===== config.mk =====
export PLATFORM = sky130hd
export DESIGN_NAME = multi_channel_motor_pwm_core_flat
export DESIGN_NICKNAME = d
export VERILOG_FILES = /design/src/rtl/mcmp_pkg.sv /design/src/rtl/mcmp_if.sv /design/src/rtl/mcmp_quant.sv /design/src/rtl/multi_channel_motor_pwm_core.sv /design/src/flat_wrapper.sv
export SDC_FILE = /design/constraint.sdc
export NUM_CORES = 1
export LEC_CHECK = 0
export BUFFER_PORTS_ARGS = -buffer_cell sky130_fd_sc_hd__buf_4
export CAP_MARGIN = 10
export CORE_ASPECT_RATIO = 1.1
export CORE_MARGIN = 4
export CORE_UTILIZATION = 50
export DETAILED_ROUTE_END_ITERATION = 6
export GPL_TIMING_DRIVEN = 1
export PLACE_DENSITY = 0.81
export REMOVE_ABC_BUFFERS = 1
export SETUP_SLACK_MARGIN = 0.1
export SLEW_MARGIN = 0
export SYNTH_ARGS = -nofsm -noshare
export SYNTH_HDL_FRONTEND = slang
export SYNTH_SLANG_ARGS = --single-unit
export TNS_END_PERCENT = 100

===== constraint.sdc =====
create_clock -name clock -period 7.4 [get_ports clock]
set_input_delay 1.48 -clock clock [delete_from_list [all_inputs] [get_ports clock]]
set_output_delay 1.48 -clock clock [all_outputs]
set_load 0.05 [all_outputs]

===== src/rtl/mcmp_pkg.sv =====
// Shared types and constants for the multi-channel motor PWM core.
// No dependencies; every other file in rtl/ imports this package.
package mcmp_pkg;

   typedef enum logic {
      MODE_TICK = 1'b0,
      MODE_SET  = 1'b1
   } mode_type;

   typedef logic        [1:0] chan_type;
   typedef logic signed [7:0] cmd_type;
   typedef logic        [7:0] drive_type;

   localparam int STEP_W     = 12;
   localparam int ACTIVE_W   = 3;
   localparam int CSR_DATA_W = 12;
   localparam int CSR_IDX_W  = 1;
   localparam int THRESH_W   = 16;
   localparam int MAG_W      = 7;
   localparam int CMD_LIMIT  = 100;

   typedef logic [STEP_W-1:0]     step_type;
   typedef logic [ACTIVE_W-1:0]   active_type;
   typedef logic [CSR_IDX_W-1:0]  csr_idx_type;
   typedef logic [CSR_DATA_W-1:0] csr_data_type;
   typedef logic [THRESH_W-1:0]   thresh_type;

   localparam csr_idx_type CSR_STEP_TICKS = 1'b0;
   localparam csr_idx_type CSR_ACTIVE_CH  = 1'b1;

   localparam step_type   STEP_RESET   = 12'd200;
   localparam active_type ACTIVE_RESET = 3'd2;
   localparam drive_type  DRIVE_RESET  = 8'hAA;

   localparam cmd_type CMD_MAX = 8'sd100;
   localparam cmd_type CMD_MIN = -8'sd100;

   // Clip a product to the 16-bit counter range.
   function automatic thresh_type sat16(input logic [31:0] value);
      thresh_type result;
      if (value > 32'h0000_FFFF) begin
         result = 16'hFFFF;
      end else begin
         result = value[THRESH_W-1:0];
      end
      return result;
   endfunction

endpackage


===== src/rtl/mcmp_if.sv =====
// Valid/ready channel interfaces for the motor PWM core: request and response.
// Depends on mcmp_pkg for the payload types.
interface mcmp_req_if import mcmp_pkg::*; ();
   logic     valid;
   logic     ready;
   mode_type mode;
   chan_type channel;
   cmd_type  power_command;

   modport source (output valid, output mode, output channel, output power_command,
                   input ready);
   modport sink   (input valid, input mode, input channel, input power_command,
                   output ready);
endinterface

interface mcmp_rsp_if import mcmp_pkg::*; ();
   logic      valid;
   logic      ready;
   drive_type drive_byte;

   modport source (output valid, output drive_byte, input ready);
   modport sink   (input valid, input drive_byte, output ready);
endinterface


===== src/rtl/mcmp_quant.sv =====
// Power command quantizer: clamp to +/-100, take the magnitude, divide into levels.
// Depends on mcmp_pkg. Division by the constant step uses a reciprocal multiply.
module mcmp_quant import mcmp_pkg::*; #(
   parameter  int POWER_STEPS = 20,
   localparam int LEVEL_W     = $clog2(POWER_STEPS + 1)
) (
   input  cmd_type              power_command,
   output logic [LEVEL_W-1:0]   level,
   output logic                 forward
);

   localparam int QUANT       = CMD_LIMIT / POWER_STEPS;
   localparam int RECIP_SHIFT = 16;
   localparam int RECIP_W     = 17;
   localparam int RECIP       = ((1 << RECIP_SHIFT) + QUANT - 1) / QUANT;
   localparam int PROD_W      = MAG_W + RECIP_W;

   cmd_type                clamped;
   logic [MAG_W-1:0]       mag;
   logic [PROD_W-1:0]      prod;
   logic [MAG_W-1:0]       quot;

   always_comb begin
      if (power_command > CMD_MAX) begin
         clamped = CMD_MAX;
      end else if (power_command < CMD_MIN) begin
         clamped = CMD_MIN;
      end else begin
         clamped = power_command;
      end
      mag  = clamped[7] ? MAG_W'(-clamped) : MAG_W'(clamped);
      // Rounded-up reciprocal: error stays far below one quotient step for mag <= 100.
      prod = PROD_W'(mag) * PROD_W'(RECIP);
      quot = MAG_W'(prod >> RECIP_SHIFT);
      if (quot > MAG_W'(POWER_STEPS)) begin
         level = LEVEL_W'(POWER_STEPS);
      end else begin
         level = LEVEL_W'(quot);
      end
      forward = ~clamped[7];
   end

endmodule


===== src/rtl/multi_channel_motor_pwm_core.sv =====
// Multi-channel motor PWM core: set and tick items update levels and phase.
// A request beat loads the input register; when the response side can take the item,
// it then loads the drive register and raises the response valid. Throughput is one
// item per cycle unless responses stall, set by the single update stage between the two registers.
// Reset (synchronous, active high): levels, thresholds and phase clear, drive
// byte 0xAA, step_ticks 200, active_channels 2.
module multi_channel_motor_pwm_core import mcmp_pkg::*; #(
   parameter int CHANNELS    = 4,
   parameter int POWER_STEPS = 20
) (
   input  logic         clock,
   input  logic         reset,
   mcmp_req_if.sink     req_bus,
   mcmp_rsp_if.source   rsp_bus,
   input  logic         csr_write_en,
   input  csr_idx_type  csr_index,
   input  csr_data_type csr_write_data
);

   localparam int LEVEL_W = $clog2(POWER_STEPS + 1);
   localparam int PROD_W  = LEVEL_W + STEP_W;

   // Configuration registers
   step_type   step_ff;
   active_type active_ff;

   // Input register stage
   logic               s1_valid_ff;
   mode_type           s1_mode_ff;
   chan_type           s1_chan_ff;
   logic [LEVEL_W-1:0] s1_level_ff;
   logic               s1_fwd_ff;

   logic [LEVEL_W-1:0] q_level;
   logic               q_fwd;

   // Channel state and drive register
   logic [LEVEL_W-1:0] level_ff  [CHANNELS];
   logic [LEVEL_W-1:0] level_in  [CHANNELS];
   thresh_type         thresh_ff [CHANNELS];
   thresh_type         thresh_in [CHANNELS];
   thresh_type         phase_ff;
   thresh_type         phase_in;
   drive_type          drive_ff;
   drive_type          drive_in;
   logic               rsp_valid_ff;

   logic               advance;
   logic               set_hit;
   step_type           step_len;
   thresh_type         period;
   thresh_type         new_thresh;
   logic [THRESH_W:0]  phase_next;
   logic               chan_on;

   mcmp_quant #(
      .POWER_STEPS (POWER_STEPS)
   ) u_quant (
      .power_command (req_bus.power_command),
      .level         (q_level),
      .forward       (q_fwd)
   );

   assign advance       = s1_valid_ff & (~rsp_valid_ff | rsp_bus.ready);
   assign req_bus.ready = ~s1_valid_ff | advance;
   assign rsp_bus.valid = rsp_valid_ff;
   assign rsp_bus.drive_byte = drive_ff;

   always_ff @(posedge clock) begin
      if (reset) begin
         step_ff   <= STEP_RESET;
         active_ff <= ACTIVE_RESET;
      end else if (csr_write_en) begin
         unique case (csr_index)
            CSR_STEP_TICKS: step_ff   <= csr_write_data[STEP_W-1:0];
            CSR_ACTIVE_CH:  active_ff <= csr_write_data[ACTIVE_W-1:0];
            default: ;
         endcase
      end
   end

   always_ff @(posedge clock) begin
      if (reset) begin
         s1_valid_ff <= 1'b0;
      end else if (req_bus.ready) begin
         s1_valid_ff <= req_bus.valid;
      end
      if (req_bus.valid && req_bus.ready) begin
         s1_mode_ff  <= req_bus.mode;
         s1_chan_ff  <= req_bus.channel;
         s1_level_ff <= q_level;
         s1_fwd_ff   <= q_fwd;
      end
   end

   always_comb begin
      step_len   = (step_ff == '0) ? STEP_W'(1) : step_ff;
      period     = sat16(32'(PROD_W'(POWER_STEPS) * PROD_W'(step_len)));
      new_thresh = sat16(32'(PROD_W'(s1_level_ff) * PROD_W'(step_len)));
      set_hit    = (s1_mode_ff == MODE_SET) && ({1'b0, s1_chan_ff} < 3'(CHANNELS));
      phase_next = {1'b0, phase_ff} + 17'd1;

      if (set_hit) begin
         phase_in = '0;
      end else if (s1_mode_ff == MODE_TICK) begin
         // Wrap at the period end, also when the period shrank below the phase.
         phase_in = (phase_next >= {1'b0, period}) ? '0 : phase_next[THRESH_W-1:0];
      end else begin
         phase_in = phase_ff;
      end

      drive_in = drive_ff;
      for (int i = 0; i < CHANNELS; i++) begin
         level_in[i]  = level_ff[i];
         thresh_in[i] = thresh_ff[i];
         if (set_hit && (s1_chan_ff == 2'(i))) begin
            level_in[i]       = s1_level_ff;
            thresh_in[i]      = new_thresh;
            drive_in[2*i + 1] = s1_fwd_ff;
         end
         // After a set the phase is zero, so any nonzero level is on.
         chan_on = (level_in[i] != '0) &&
                   (set_hit || (level_in[i] >= LEVEL_W'(POWER_STEPS)) ||
                    (phase_in < thresh_ff[i]));
         if (3'(i) < active_ff) begin
            drive_in[2*i] = chan_on;
         end
      end
   end

   always_ff @(posedge clock) begin
      if (reset) begin
         rsp_valid_ff <= 1'b0;
         phase_ff     <= '0;
         drive_ff     <= DRIVE_RESET;
         for (int i = 0; i < CHANNELS; i++) begin
            level_ff[i]  <= '0;
            thresh_ff[i] <= '0;
         end
      end else begin
         if (advance) begin
            rsp_valid_ff <= 1'b1;
            phase_ff     <= phase_in;
            drive_ff     <= drive_in;
            for (int i = 0; i < CHANNELS; i++) begin
               level_ff[i]  <= level_in[i];
               thresh_ff[i] <= thresh_in[i];
            end
         end else if (rsp_bus.ready) begin
            rsp_valid_ff <= 1'b0;
         end
      end
   end

endmodule


===== src/flat_wrapper.sv =====
// flat-port wrapper written by rule: the top's interface ports become plain ports
module multi_channel_motor_pwm_core_flat import mcmp_pkg::*;
#(
   parameter int CHANNELS    = 4,
   parameter int POWER_STEPS = 20
)
  (clock, reset, csr_write_en, csr_index, csr_write_data, req_bus_valid, req_bus_mode, req_bus_channel, req_bus_power_command, req_bus_ready, rsp_bus_valid, rsp_bus_drive_byte, rsp_bus_ready);
  mcmp_req_if req_bus_i ();
  mcmp_rsp_if rsp_bus_i ();
  input  logic clock;
  input  logic reset;
  input  logic csr_write_en;
  input  csr_idx_type csr_index;
  input  csr_data_type csr_write_data;
  input wire logic [$bits(req_bus_i.valid)-1:0] req_bus_valid;
  input wire logic [$bits(req_bus_i.mode)-1:0] req_bus_mode;
  input wire logic [$bits(req_bus_i.channel)-1:0] req_bus_channel;
  input wire logic [$bits(req_bus_i.power_command)-1:0] req_bus_power_command;
  output wire logic [$bits(req_bus_i.ready)-1:0] req_bus_ready;
  output wire logic [$bits(rsp_bus_i.valid)-1:0] rsp_bus_valid;
  output wire logic [$bits(rsp_bus_i.drive_byte)-1:0] rsp_bus_drive_byte;
  input wire logic [$bits(rsp_bus_i.ready)-1:0] rsp_bus_ready;
  assign req_bus_i.valid = req_bus_valid;
  assign req_bus_i.mode = req_bus_mode;
  assign req_bus_i.channel = req_bus_channel;
  assign req_bus_i.power_command = req_bus_power_command;
  assign req_bus_ready = req_bus_i.ready;
  assign rsp_bus_valid = rsp_bus_i.valid;
  assign rsp_bus_drive_byte = rsp_bus_i.drive_byte;
  assign rsp_bus_i.ready = rsp_bus_ready;
  multi_channel_motor_pwm_core #(.CHANNELS(CHANNELS), .POWER_STEPS(POWER_STEPS)) u_core (.clock(clock), .reset(reset), .req_bus(req_bus_i), .rsp_bus(rsp_bus_i), .csr_write_en(csr_write_en), .csr_index(csr_index), .csr_write_data(csr_write_data));
endmodule

---- After elaboration in Yosys (flattened, before gate mapping) ----
Memories as Yosys holds them, arrays and structs flattened.
Index checks and enable logic that the tools add are counted.
operators by class
  add/sub/neg operators ................... 2
  multipliers ............................. 3
  div/mod/pow operators ................... 0
  magnitude comparators ................... 18
  equal/unequal tests ..................... 3
  shift operators ......................... 0
  muxes and demuxes ....................... 31
  bitwise operators ....................... 15
  reduce and logical (&&, ||, !) cells .... 34
operator list
  cell                                                             number
  two-way mux 16 bit                                               12
  less-than comparator 16 bit                                      4
  two-way mux 5 bit                                                8
  greater-than comparator 17 x 16 -> 1 bit, second input constant  2
  greater-or-equal comparator 5 bit, second input constant         4
  AND reduction 2 bit                                              10
  nonzero test 5 bit                                               4
  multiplier 7 x 12 -> 19 bit, second input constant               1
  adder 16 x 1 -> 17 bit, second input constant                    1
  greater-or-equal comparator 17 x 16 -> 1 bit                     1
  multiplier 5 x 12 -> 17 bit                                      1
  two-way mux 8 bit                                                2
  multiplier 3 x 12 -> 15 bit, first input constant                1
  logical NOT 12 bit                                               1
  two-way mux 12 bit                                               1
  bitwise OR 1 bit                                                 10
  logical AND 1 bit                                                9
  greater-than comparator 8 bit, second input constant             1
  logical OR 1 bit                                                 8
  less-than comparator 8 bit, second input constant                1
  two-way mux 1 bit                                                7
  two-way mux 7 bit                                                1
  negation 7 bit                                                   1
  less-than comparator 1 x 3 -> 1 bit, first input constant        2
  8 further kinds                                                  13
word-level totals
  register bits ........................... 50
  latch bits .............................. 0
  bits in writable memories ............... 84
  memory bits (read-only) ................. 0
  input bits .............................. 29
  output and inout bits ................... 10
  logic and storage cells ................. 125
  memories kept ........................... 2
memories
  name              depth  bits a word  read ports  clocked after memory_dff  wr ports  line                                RTL
  u_core.thresh_ff  4      16           4           0                         4         multi_channel_motor_pwm_core.sv:40  thresh_type thresh_ff [CHANNELS];
  u_core.level_ff   4      5            4           0                         4         multi_channel_motor_pwm_core.sv:38  logic [LEVEL_W-1:0] level_ff [CHANNELS];

---- Depth between registers and ports, before layout ----
  word-level depth ........................ 11
  depth in mapped cells ................... 30
  mapped depth without buffers ............ 28

---- Modules after synthesis ----
From an unflattened synthesis, not the netlist that was laid out.
unflattened totals
  cell total of the unflattened synthesis .. 1273
  area total of the unflattened synthesis .. 11633.7 um^2
by module, submodules not included
  module                        instances  cells each  area each (um^2)  seq. area each (um^2)
  multi_channel_motor_pwm_core  1          1053        9913.3            3613.5
  mcmp_quant                    1          220         1720.4            0.0

---- Worst setup path after synthesis ----
Ideal clock, no wire load.
  path type ............................... input -> register
  start ................................... input req_bus_power_command[3]
  end ..................................... register u_core.s1_level_ff[0], data pin
  library setup time ...................... 0.265 ns
  arrival ................................. 6.804 ns
  required time ........................... 7.135 ns
  path slack .............................. 0.331 ns
  stages on the path ...................... 27
  buffers on the path ..................... 1
  cell sequence ........................... a311o_1 nand2_1 ha_1 clkbuf_1 nor2b_1 o21ai_0 ha_1 nand2_1 or3_1 nor2_1 nor2_1 o21ai_0 nand2_1 ha_1 ha_1 or2_2 fa_1 fa_1 ha_1 a21o_1 a211oi_1 nor2_1 or3_1 a41o_1 a2bb2oi_1 o211ai_1 a21oi_1
between the ends
  word-level cells in the longest chain between the ends .. 7
  elaborated cells on any way between the ends .. 8
  classes of those cells .................. add/sub (1); mul (1); order compare (3); mux (3)
ends and longest elaborated chain
  element                        line                                RTL
  start, declared                flat_wrapper.sv:18                  input wire logic [$bits(req_bus_i.power_command)-1:0] req_bus_power_command;
  less-than comparator 8 bit     mcmp_quant.sv:26                    end else if (power_command < CMD_MIN) begin
  two-way mux 8 bit              mcmp_quant.sv:26
  two-way mux 8 bit *            mcmp_quant.sv:24                    if (power_command > CMD_MAX) begin
  negation 7 bit                 mcmp_quant.sv:31                    mag = clamped[7] ? MAG_W'(-clamped) : MAG_W'(clamped);
  two-way mux 7 bit *            mcmp_quant.sv:31
  multiplier 7 x 12 -> 19 bit *  mcmp_quant.sv:33                    prod = PROD_W'(mag) * PROD_W'(RECIP);
  greater-than comparator 5 bit  mcmp_quant.sv:35                    if (quot > MAG_W'(POWER_STEPS)) begin
  end signal, assigned           multi_channel_motor_pwm_core.sv:91  s1_level_ff <= q_level;
  end, declared                  multi_channel_motor_pwm_core.sv:31  logic [LEVEL_W-1:0] s1_level_ff;
Every way passes the cells marked *; elsewhere a longest branch is shown, timed or not.
A chain may end at the register's enable or synchronous reset.

---- Worst setup path in the final report ----
  start ................................... input req_bus_power_command[3]
  end ..................................... register u_core.s1_level_ff[1], data pin
Same word-level chain as after synthesis.

==> flow_summary.toml <==
[run_status]
status = "completed"

[clock_tree]
cts_tree = "yes"
clk_path_buf_depth = 2
clkTransAtPathRegs_ps = 70
clk_latency_ps = 430
cts_hold_buf = 0
h-tree-depth = 4
cts_buffers = 17
clock-root-buffer = "clkbuf_16"
cts_sinks = 134

[drt]
dr.pass1.iters = 5
wl_met3_mm = 1.74
wirelength_mm = 25.7
viasPerCell = 5.79
remaining_drc_errors = 0
wl_met1_mm = 10.8
route.met2.wl_mm = 12.4
ant_nets = 0
highest_layer = "met4"
vias = 8817
routedWlPerCell_um = 16.8
dr.first_iter.drc_count = 628

[synth]
ys_types = 58
syn-cell-area_mm2 = 0.0111
syn_avg_cell_area_um2 = 9.20
synth_top_area_cell = "edfxtp_1"
ys_seq_area_share_pct = 32.6
synth_area_leaders = "edfxtp_1 (25%), ha_1 (19%), dfxtp_1 (7.4%)"
yosys_warnings = 0
async_flop_share_pct = 0
syn_inst = 1206
synth-edff-count = 93
synth_top_area_share_pct = 25.2
synthFlopType = "edfxtp_1"
synth-seq-cells = 134

[power_and_ir_drop]
p_leak_uw = 0.00584
irDropWorstVdd_uv = 170
finalPower_uw = 3150
p_per_area_mw_per_mm2 = 258

[sta]
final_hold_viol_count = 0
fmax_mhz = 145
fin_skew_ps = 10.5
layout_setup_ws_ps = 481
worst_pin_slew_ps = 1070
fin_crit_ps = 6920
slew_headroom_pct = 28.4
slew_violations = 0
setup_viol = 0
fin_tns_setup_ps = 0
finalCritPeriodShare_pct = 93.5
rsz0062_at_grt = "false"

[floorplanning]
coreArea_mm2 = 0.0216
dieArea_mm2 = 0.0246
rows = 56
io_pins = 39
start_util_pct = 51.4
fp.dieW_um = 150
die_h_um = 164

[flow_run]
cap_violations = 0

[final_layout]
area_delta_synth_final_pct = 10.1
antenna_cells = 0
design_area_mm2 = 0.0122
nFillCells = 1902
nets = 1456
drive_gt1_share_pct = 7.78
layout.cells.non_filler = 1524

[placement]
gp_congestion = 0.853
place_inst = 1492
place_area_mm2 = 0.0116
portBuffers = 38
place_ws_ps = 78.3
hpwlAfterDp_mm = 19.1

[critical_path]
crit_arrival_ps = 7210
crit_top_cell = "ha_1"
cp-end-kind = "flop"
cp_max_fo = 6
crit_slowest_cell = "fa_1"
path_delay_family = "adder cells"
cp-start-kind = "primary input"
path_buf_inv = 3
reg2reg_from = "u_core.step_ff[8]"
worstPathRequired_ps = 7690
path_class = "primary input to flop"
startpoint = "req_bus_power_command[3]"
cpPeakStageDelay_ps = 500

[grt]
grt_start_max_net_pins = 52
grt_first_pass_wirelength_mm = 42.5
grt.total_usage_pct = 21.6
antenna_found_initial = 0
gr-total-overflow = 0
grt_pass1_vias = 8743

[min_path]
worstHoldStart = "u_core.step_ff[0]"
hp-class = "flop to flop"
synth_stat cells, drive strengths merged, types with 17 or more instances:
master and count:
mux2i 22, dfxtp 41, nand4 17, a21oi 92, and2 32, inv 130
fa 41, nor2 92, nor3 20, clkbuf 53, a21o 32, ha 165
o21ai 59, nand2 119, xor2 20, edfxtp 93, xnor2 21, nand3 17
path summary, 6_finish.rpt:
kind / to / slack [ps] / cells after the start
max: u_core.s1_level_ff[1] / 480 / 28
min: u_core.step_ff[0] / 470 / 2
max reg2reg: u_core.rsp_bus.drive_byte[0] / 660 / 25
min reg2reg: u_core.step_ff[0] / 470 / 2
cell families after synthesis:
logic type                 after synthesis  share of synthesized area, %
buffers and inverters                  185                          6.29
AOI/OAI and AO/OA                      250                          13.9
and+or+nand+nor                        367                          15.9
adders and majority gates              206                          26.0
muxes                                   23                          2.09
xor gates and xnor gates                41                          3.24
DFF                                    134                          32.6
timing repair:
item	4_1_cts	5_1_grt
resized for setup	0	1
setup buffers	0	0
setup endpoints to repair	0	1
layout make-up:
| cell class | count | area [um2] | share of cell area, % |
|---|---|---|---|
| Clock buffer | 18 | 429 | 3.51 |
| Clock inverter | 14 | 139 | 1.14 |
| Inverter | 130 | 488 | 4.00 |
| Multi-Input combinational cell | 887 | 6800 | 55.7 |
| Sequential cell | 134 | 3610 | 29.6 |
| Tap cell | 290 | 363 | 2.97 |
| Timing Repair Buffer | 51 | 383 | 3.13 |
through the flow:
step | util, % | hold WS [ps]
after floorplan | - | 430
after CTS | 56.6 | 463
final | 56.6 | 468
after global placement | 53.9 | 446
after global routing | 56.6 | 489
after detailed placement | 53.9 | 454
worst min-delay path, cell delays in order (launching register included):
cell and delay [ps]:
dfxtp_1 310, nand2_1 50, a21oi_1 60
flip-flops by register name (all words and copies together), names as in the netlist, 2 cells and up:
register	cells
u_core.active_ff	3
u_core.rsp_bus.drive_byte	8
u_core.level_ff	20
u_core.phase_ff	16
u_core.thresh_ff	64
u_core.s1_chan_ff	2
u_core.step_ff	12
u_core.s1_level_ff	5
per-layer routing:
metal / up-vias / GRT usage, %
li1: 4250 / -
met2: 284 / 37.4
met5: - / 0
met1: 4231 / 27.2
met4: 0 / 6.82
met3: 52 / 4.33
report_power, final:
| part | leakage (uW) | switching (uW) | internal (uW) |
|---|---|---|---|
| Sequential | 0.00130 | 95.7 | 901 |
| Clock | 0.000279 | 357 | 472 |
| Combinational | 0.00427 | 777 | 551 |
| Total | 0.00584 | 1230 | 1920 |
layout by cell type, fill, tap and decap left out, types with 22 or more instances in the layout:
master | Yosys | final
nand2_1 | 118 | 118
fa_1 | 41 | 41
inv_1 | 130 | 130
a21o_1 | 32 | 32
mux2i_1 | 22 | 22
dfxtp_1 | 41 | 41
a21oi_1 | 92 | 92
buf_4 | 0 | 51
o21ai_0 | 57 | 57
edfxtp_1 | 93 | 93
nor2_1 | 92 | 92
and2_1 | 32 | 32
ha_1 | 165 | 165
(Power assumes the default switching activity.)
